<file path="src/rtl/core/assert_macros.svh">
// Concurrent assertion helpers, compiled out for synthesis.
`ifndef ASSERT_MACROS_SVH
`define ASSERT_MACROS_SVH

`ifndef SYNTHESIS

`define ASSERT_CLK(lbl, clk, rstn, prop, msg) \
    lbl: assert property (@(posedge clk) disable iff (!(rstn)) prop) else $error(msg);

`define ASSERT_NEVER(lbl, clk, rstn, expr, msg) \
    `ASSERT_CLK(lbl, clk, rstn, !(expr), msg)

`else

`define ASSERT_CLK(lbl, clk, rstn, prop, msg)

`define ASSERT_NEVER(lbl, clk, rstn, expr, msg)

`endif

`endif

</file>
<file path="src/rtl/core/mm2_pkg.sv">
package mm2_pkg;

    localparam int WORD_W = 32;
    localparam int VB_W   = 3;
    localparam int LEN_W  = 31;

    localparam logic [WORD_W-1:0] MIX_MUL = 32'h5bd1e995;
    localparam int MIX_SHIFT   = 24;
    localparam int FIN_SHIFT_A = 13;
    localparam int FIN_SHIFT_B = 15;

    localparam logic [WORD_W-1:0] SEED_RESET = '0;

    typedef struct packed {
        logic [WORD_W-1:0] data_word;
        logic [VB_W-1:0]   valid_bytes;
        logic              last_word;
        logic [LEN_W-1:0]  key_length;
    } item_t;

    typedef enum logic [3:0] {
        ST_IDLE,
        ST_W1,
        ST_W2,
        ST_H,
        ST_HX,
        ST_T,
        ST_TX,
        ST_F1,
        ST_F2
    } state_t;

    function automatic logic [WORD_W-1:0] tail_mask(input logic [1:0] nbytes);
        logic [WORD_W-1:0] m;
        unique case (nbytes)
            2'd1:    m = 32'h0000_00ff;
            2'd2:    m = 32'h0000_ffff;
            2'd3:    m = 32'h00ff_ffff;
            default: m = '0;
        endcase
        return m;
    endfunction

endpackage

</file>
<file path="src/rtl/core/mm2_mul.sv">
module mm2_mul
    import mm2_pkg::*;
(
    input  logic              aclk,
    input  logic              en_i,
    input  logic [WORD_W-1:0] op_i,
    output logic [WORD_W-1:0] prod_o
);

    logic [WORD_W-1:0] prod_reg;
    logic [WORD_W-1:0] prod_next;

    assign prod_next = op_i * MIX_MUL;

    always_ff @(posedge aclk) begin
        if (en_i) begin
            prod_reg <= prod_next;
        end
    end

    assign prod_o = prod_reg;

endmodule

</file>
<file path="src/rtl/core/mm2_seq.sv">
`include "assert_macros.svh"

module mm2_seq
    import mm2_pkg::*;
(
    input  logic              aclk,
    input  logic              aresetn,
    input  logic [WORD_W-1:0] seed_i,
    input  item_t             item_i,
    input  logic              item_valid_i,
    output logic              item_ready_o,
    output logic              res_valid_o,
    input  logic              res_ready_i,
    output logic [WORD_W-1:0] res_hash_o,
    output logic              mul_en_o,
    output logic [WORD_W-1:0] mul_op_o,
    input  logic [WORD_W-1:0] mul_prod_i
);

    state_t            state_reg, state_next;
    logic              inside_reg, inside_next;
    logic              last_reg, last_next;
    logic [WORD_W-1:0] h_reg, h_next;
    logic [WORD_W-1:0] w_reg, w_next;
    logic [WORD_W-1:0] h_start;
    logic              is_tail;
    logic              item_fire;
    logic              res_fire;

    assign h_start = inside_reg ? h_reg : (seed_i ^ {1'b0, item_i.key_length});
    assign is_tail = item_i.last_word && (item_i.valid_bytes < 3'd4);
    assign item_fire = item_valid_i && item_ready_o;
    assign res_fire  = res_valid_o && res_ready_i;
    assign res_hash_o = mul_prod_i ^ (mul_prod_i >> FIN_SHIFT_B);

    always_ff @(posedge aclk) begin
        if (!aresetn) begin
            state_reg  <= ST_IDLE;
            inside_reg <= 1'b0;
        end else begin
            state_reg  <= state_next;
            inside_reg <= inside_next;
        end
    end

    always_ff @(posedge aclk) begin
        h_reg    <= h_next;
        w_reg    <= w_next;
        last_reg <= last_next;
    end

    always_comb begin
        state_next   = state_reg;
        inside_next  = inside_reg;
        last_next    = last_reg;
        h_next       = h_reg;
        w_next       = w_reg;
        item_ready_o = 1'b0;
        res_valid_o  = 1'b0;
        mul_en_o     = 1'b0;
        mul_op_o     = w_reg;
        unique case (state_reg)
            ST_IDLE: begin
                item_ready_o = 1'b1;
                if (item_valid_i) begin
                    w_next    = item_i.data_word;
                    last_next = item_i.last_word;
                    if (!is_tail) begin
                        h_next     = h_start;
                        state_next = ST_W1;
                    end else if (item_i.valid_bytes == 3'd0) begin
                        h_next     = h_start;
                        state_next = ST_F1;
                    end else begin
                        h_next     = h_start ^ (item_i.data_word
                                              & tail_mask(item_i.valid_bytes[1:0]));
                        state_next = ST_T;
                    end
                end
            end
            ST_W1: begin
                mul_en_o   = 1'b1;
                mul_op_o   = w_reg;
                state_next = ST_W2;
            end
            ST_W2: begin
                w_next     = mul_prod_i ^ (mul_prod_i >> MIX_SHIFT);
                mul_en_o   = 1'b1;
                mul_op_o   = h_reg;
                state_next = ST_H;
            end
            ST_H: begin
                h_next     = mul_prod_i;
                mul_en_o   = 1'b1;
                mul_op_o   = w_reg;
                state_next = ST_HX;
            end
            ST_HX: begin
                h_next = h_reg ^ mul_prod_i;
                if (last_reg) begin
                    state_next = ST_F1;
                end else begin
                    inside_next = 1'b1;
                    state_next  = ST_IDLE;
                end
            end
            ST_T: begin
                mul_en_o   = 1'b1;
                mul_op_o   = h_reg;
                state_next = ST_TX;
            end
            ST_TX: begin
                h_next     = mul_prod_i;
                state_next = ST_F1;
            end
            ST_F1: begin
                mul_en_o   = 1'b1;
                mul_op_o   = h_reg ^ (h_reg >> FIN_SHIFT_A);
                state_next = ST_F2;
            end
            ST_F2: begin
                res_valid_o = 1'b1;
                if (res_ready_i) begin
                    inside_next = 1'b0;
                    h_next      = '0;
                    state_next  = ST_IDLE;
                end
            end
            default: begin
                state_next = ST_IDLE;
            end
        endcase
    end

    `ASSERT_CLK(a_busy_after_accept, aclk, aresetn, item_fire |=> !item_ready_o, "accepted while busy")
    `ASSERT_CLK(a_key_closed, aclk, aresetn, res_fire |=> !inside_reg, "key still open after result")
    `ASSERT_CLK(a_word_mixed, aclk, aresetn, (item_fire && !item_i.last_word) |-> ##5 (inside_reg && state_reg == ST_IDLE), "full word not mixed in time")

endmodule

</file>
<file path="src/rtl/core/murmur2_hash_32.sv">
// Channel  Direction  Signals
// s_       in         s_valid s_ready s_data_word s_valid_bytes s_last_word s_key_length
// m_       out        m_valid m_ready m_hash_value
// cfg_     in         cfg_valid cfg_ready cfg_data (seed)
//
// One shared 32x32 multiplier with a registered product sets the pace.
// Accept to next ready (s_ready only in idle): a full word runs W1, W2, H, HX, then
// F1 and F2 if last; a last word of 1 to 3 bytes T, TX, F1, F2; an empty one F1, F2.
// Synchronous active-low reset clears the sequencer and the output slot, loads SEED_INIT.
// A finished hash waits in the output register; a new key starts meanwhile.
module murmur2_hash_32
    import mm2_pkg::*;
#(
    parameter logic [WORD_W-1:0] SEED_INIT = SEED_RESET
) (
    input  logic              aclk,
    input  logic              aresetn,
    input  logic              cfg_valid,
    output logic              cfg_ready,
    input  logic [WORD_W-1:0] cfg_data,
    input  logic              s_valid,
    output logic              s_ready,
    input  logic [WORD_W-1:0] s_data_word,
    input  logic [VB_W-1:0]   s_valid_bytes,
    input  logic              s_last_word,
    input  logic [LEN_W-1:0]  s_key_length,
    output logic              m_valid,
    input  logic              m_ready,
    output logic [WORD_W-1:0] m_hash_value
);

    logic [WORD_W-1:0] seed_reg, seed_next;
    logic              m_valid_reg, m_valid_next;
    logic [WORD_W-1:0] m_hash_reg, m_hash_next;
    item_t             item;
    logic              res_valid;
    logic              res_ready;
    logic [WORD_W-1:0] res_hash;
    logic              mul_en;
    logic [WORD_W-1:0] mul_op;
    logic [WORD_W-1:0] mul_prod;

    assign cfg_ready = 1'b1;
    assign seed_next = (cfg_valid && cfg_ready) ? cfg_data : seed_reg;

    assign item.data_word   = s_data_word;
    assign item.valid_bytes = s_valid_bytes;
    assign item.last_word   = s_last_word;
    assign item.key_length  = s_key_length;

    assign res_ready    = !m_valid_reg || m_ready;
    assign m_valid_next = res_valid ? 1'b1 : (m_valid_reg && !m_ready);
    assign m_hash_next  = (res_valid && res_ready) ? res_hash : m_hash_reg;

    always_ff @(posedge aclk) begin
        if (!aresetn) begin
            seed_reg    <= SEED_INIT;
            m_valid_reg <= 1'b0;
        end else begin
            seed_reg    <= seed_next;
            m_valid_reg <= m_valid_next;
        end
    end

    always_ff @(posedge aclk) begin
        m_hash_reg <= m_hash_next;
    end

    assign m_valid      = m_valid_reg;
    assign m_hash_value = m_hash_reg;

    mm2_mul u_mul (
        .aclk   (aclk),
        .en_i   (mul_en),
        .op_i   (mul_op),
        .prod_o (mul_prod)
    );

    mm2_seq u_seq (
        .aclk         (aclk),
        .aresetn      (aresetn),
        .seed_i       (seed_reg),
        .item_i       (item),
        .item_valid_i (s_valid),
        .item_ready_o (s_ready),
        .res_valid_o  (res_valid),
        .res_ready_i  (res_ready),
        .res_hash_o   (res_hash),
        .mul_en_o     (mul_en),
        .mul_op_o     (mul_op),
        .mul_prod_i   (mul_prod)
    );

endmodule
</file>
<file path="config.mk">
export PLATFORM = sky130hd
export DESIGN_NAME = murmur2_hash_32
export DESIGN_NICKNAME = d
export VERILOG_FILES = /design/src/rtl/core/mm2_pkg.sv /design/src/rtl/core/mm2_mul.sv /design/src/rtl/core/mm2_seq.sv /design/src/rtl/core/murmur2_hash_32.sv
export VERILOG_INCLUDE_DIRS = /design/src /design/src/rtl/core
export SDC_FILE = /design/constraint.sdc
export NUM_CORES = 1
export LEC_CHECK = 0
export BUFFER_PORTS_ARGS = -buffer_cell sky130_fd_sc_hd__buf_2
export CAP_MARGIN = 10
export CELL_PAD_IN_SITES_DETAIL_PLACEMENT = 0
export CELL_PAD_IN_SITES_GLOBAL_PLACEMENT = 1
export CORE_MARGIN = 4
export CORE_UTILIZATION = 49
export CTS_CLUSTER_SIZE = 12
export DETAILED_ROUTE_END_ITERATION = 8
export GPL_TIMING_DRIVEN = 1
export HOLD_SLACK_MARGIN = 0.12
export PLACE_DENSITY = 0.87
export SYNTH_ARGS = -nofsm -noshare
export SYNTH_HDL_FRONTEND = slang
export SYNTH_SLANG_ARGS = --single-unit
</file>
<file path="constraint.sdc">
create_clock -name aclk -period 11.11 [get_ports aclk]
set_clock_uncertainty 0.1 [all_clocks]
set_input_delay 0 -clock aclk [delete_from_list [all_inputs] [get_ports aclk]]
set_output_delay 0 -clock aclk [all_outputs]
set_load 0.01 [all_outputs]
</file>
==> out/summary.txt <==
Warning count from the yosys run - 0
Worst Reg-to-Reg Cells - 25
1st-iter DRT viols - 1,220
Critical path arrival - 9.44 ns
Setup TNS - 0 ns
Largest net degree at the start of global routing - 57
Mean Syn Cell Area - 10.4 um2
DRC viols - 0
Period Utilization, post-route - 0.831
Number of iterations in the first detailed-routing pass - 6
WL/cell - 21.7 um
Post-CTS Repair Setup Buffers - 0
Clock Path Buffers - 2
Global route overflow - 0
Status - complete, no violations
Setup CP Type - flip-flop to flip-flop
Count of non-filler cells in the finished layout - 2,354
First-pass GRT wire length - 77,900 um
CTS resizes - 0
Core ar. - 34,600 um2
Cells after Synth - 1,650
Share of cells above drive strength 1 - 0.124
Unrepaired setup endpoints after global routing - false
WHS Path Cells - 5
DR vias/cell - 5.53
Crit start category - flip-flop
Die area - 38,200 um2
Root Driver - clkbuf_16
N_diodes - 0
Final max-slew violation count - 0
Initial antenna violation count - 0
Commonest non-fill, non-tap cell in the layout - inv_1
Num CTS Buffers - 17
Area grow syn2layout - 16.7%
Maximum operating frequency - 0.108 GHz
PortBufs - 137
Post-synthesis sequential area ratio - 0.269
Clock Sinks - 167
Worst slew pin tran - 1.17 ns
Cell count after placement - 2,208
Vias - 13,000
Antenna Violating Nets Remaining - 0
Fin Hold WS - 0.163 ns
CTS clock-pin slew for the worst setup and hold paths - 0.07 ns
Most common cell on crit path - fa_1
Hold Path Class - primary input to flip-flop
Post-synth EDFFs - 129
Worst Path Max Fanout - 22
CP Capture Type - flip-flop
Syn Std Cell Area - 17,200 um2
Worst path required time - 11.32 ns
Syn nets - 2,138
H-tree Lvls - 4
Slew headroom - 0.222
Top post-synthesis cells by area - edfxtp_1 (22%), fa_1 (20%), ha_1 (15%)
DIE HEIGHT - 196 um
HPWL Detailed - 39,400 um
Routed WL - 51,000 um
Total GRT Usage - 0.266
Commonest non-fill, non-tap cells in the layout - inv_1 (346), ha_1 (210), fa_1 (174)
Starting Density - 0.498
CTS tree - done
Top_reg_cell synth - edfxtp_1
Slowest cell on crit path - dfxtp_1
Final nets - 2,374
Tmin final - 9.23 ns
Std cell rows - 68
Max Cap Violations - 0
Crit path largest cell delay - 0.81 ns
GP Congestion - 1.01
Yosys top cell by area - edfxtp_1
Async set or reset register ratio after synthesis - 0
I/O pins - 139
Cell variety after synth - 66
Synth top area share - 0.225
Final setup fails - 0
Die boundary width - 196 um
Worst skew pair latency - 0.44 ns
Synthesized flop and latch total - 167
Fin. Hold Viols - 0
Vias in the first global route - 13,700
[Yosys cell counts, drive strengths merged (5+ instances only)]
master   instances
inv            347
ha             210
fa             174
edfxtp         129
xnor2          123
nand2           92
o21ai           81
a21oi           43
nor2b           40
dfxtp           38
nor2            37
mux2            36
clkbuf          34
xor2            33
mux2i           32
nor3b           29
a21o            26
a221o           26
buf             11
nand3            9
a311oi           8
o221ai           7
a221oi           6
and2             6
a2111oi          5
nand2b           5
or2              5
[critical path, delay by kind of cell, from the launching register on]
kind / cells / cell delay (ns)
DFF: 1 / 0.81
adders and majority gates: 9 / 3.82
xor gates and xnor gates: 1 / 0.29
buffers and inverters: 4 / 0.25
and+or+nand+nor: 5 / 1.68
AOI/OAI and AO/OA: 6 / 2.14
[metal layers]
metal	vias up	routed length, um	GRT usage
li1	5932	-	-
met1	6357	20400	0.347
met2	611	23700	0.433
met3	114	4850	0.0663
met4	0	2080	0.0936
met5	-	0	0
[area by class of cell]
class / instances / area (um2)
Fill cell: 2881 / 14500
Inverter: 347 / 1300
Timing Repair Buffer: 262 / 1900
Clock inverter: 15 / 135
Tap cell: 455 / 569
Multi-Input combinational cell: 1091 / 11100
Sequential cell: 167 / 4630
Clock buffer: 17 / 425
[worst paths after layout]
| path | from | end | slack, ns |
|---|---|---|---|
| max | u_seq.state_reg[0] | u_mul.prod_o[28] | 1.88 |
| min reg2reg | seed_reg[31] | u_seq.h_reg[31] | 0.51 |
| min | s_key_length[17] | u_seq.h_reg[17] | 0.16 |
| max reg2reg | u_seq.state_reg[0] | u_mul.prod_o[28] | 1.88 |
[stage by stage]
stage,util,area (um2),setup slack (ns)
after global routing,0.581,20100,1.49
after detailed placement,0.532,18400,2.08
final,0.581,20100,1.88
after global placement,0.532,18400,2.18
after CTS,0.581,20100,2.03
after floorplan,-,17200,3.43
[cell families (layout without fill, tap and decap cells)]
kind of cell | count (synthesis) | in the layout | synth area share
xor gates and xnor gates | 157 | 157 | 0.0806
DFF | 167 | 167 | 0.269
and+or+nand+nor | 250 | 250 | 0.0755
muxes | 68 | 68 | 0.0421
buffers and inverters | 392 | 641 | 0.0860
other | 1 | 1 | 0.000218
adders and majority gates | 385 | 385 | 0.355
AOI/OAI and AO/OA | 230 | 230 | 0.0913
[repair_timing]
action / 4_1_cts / 5_1_grt
hold endpoints to repair: 102 / 0
hold buffers: 113 / 0
setup endpoints to repair: 0 / 0
Power is not shown: default switching activity piles up to over one toggle a cycle in this logic, so the estimate is an artifact.
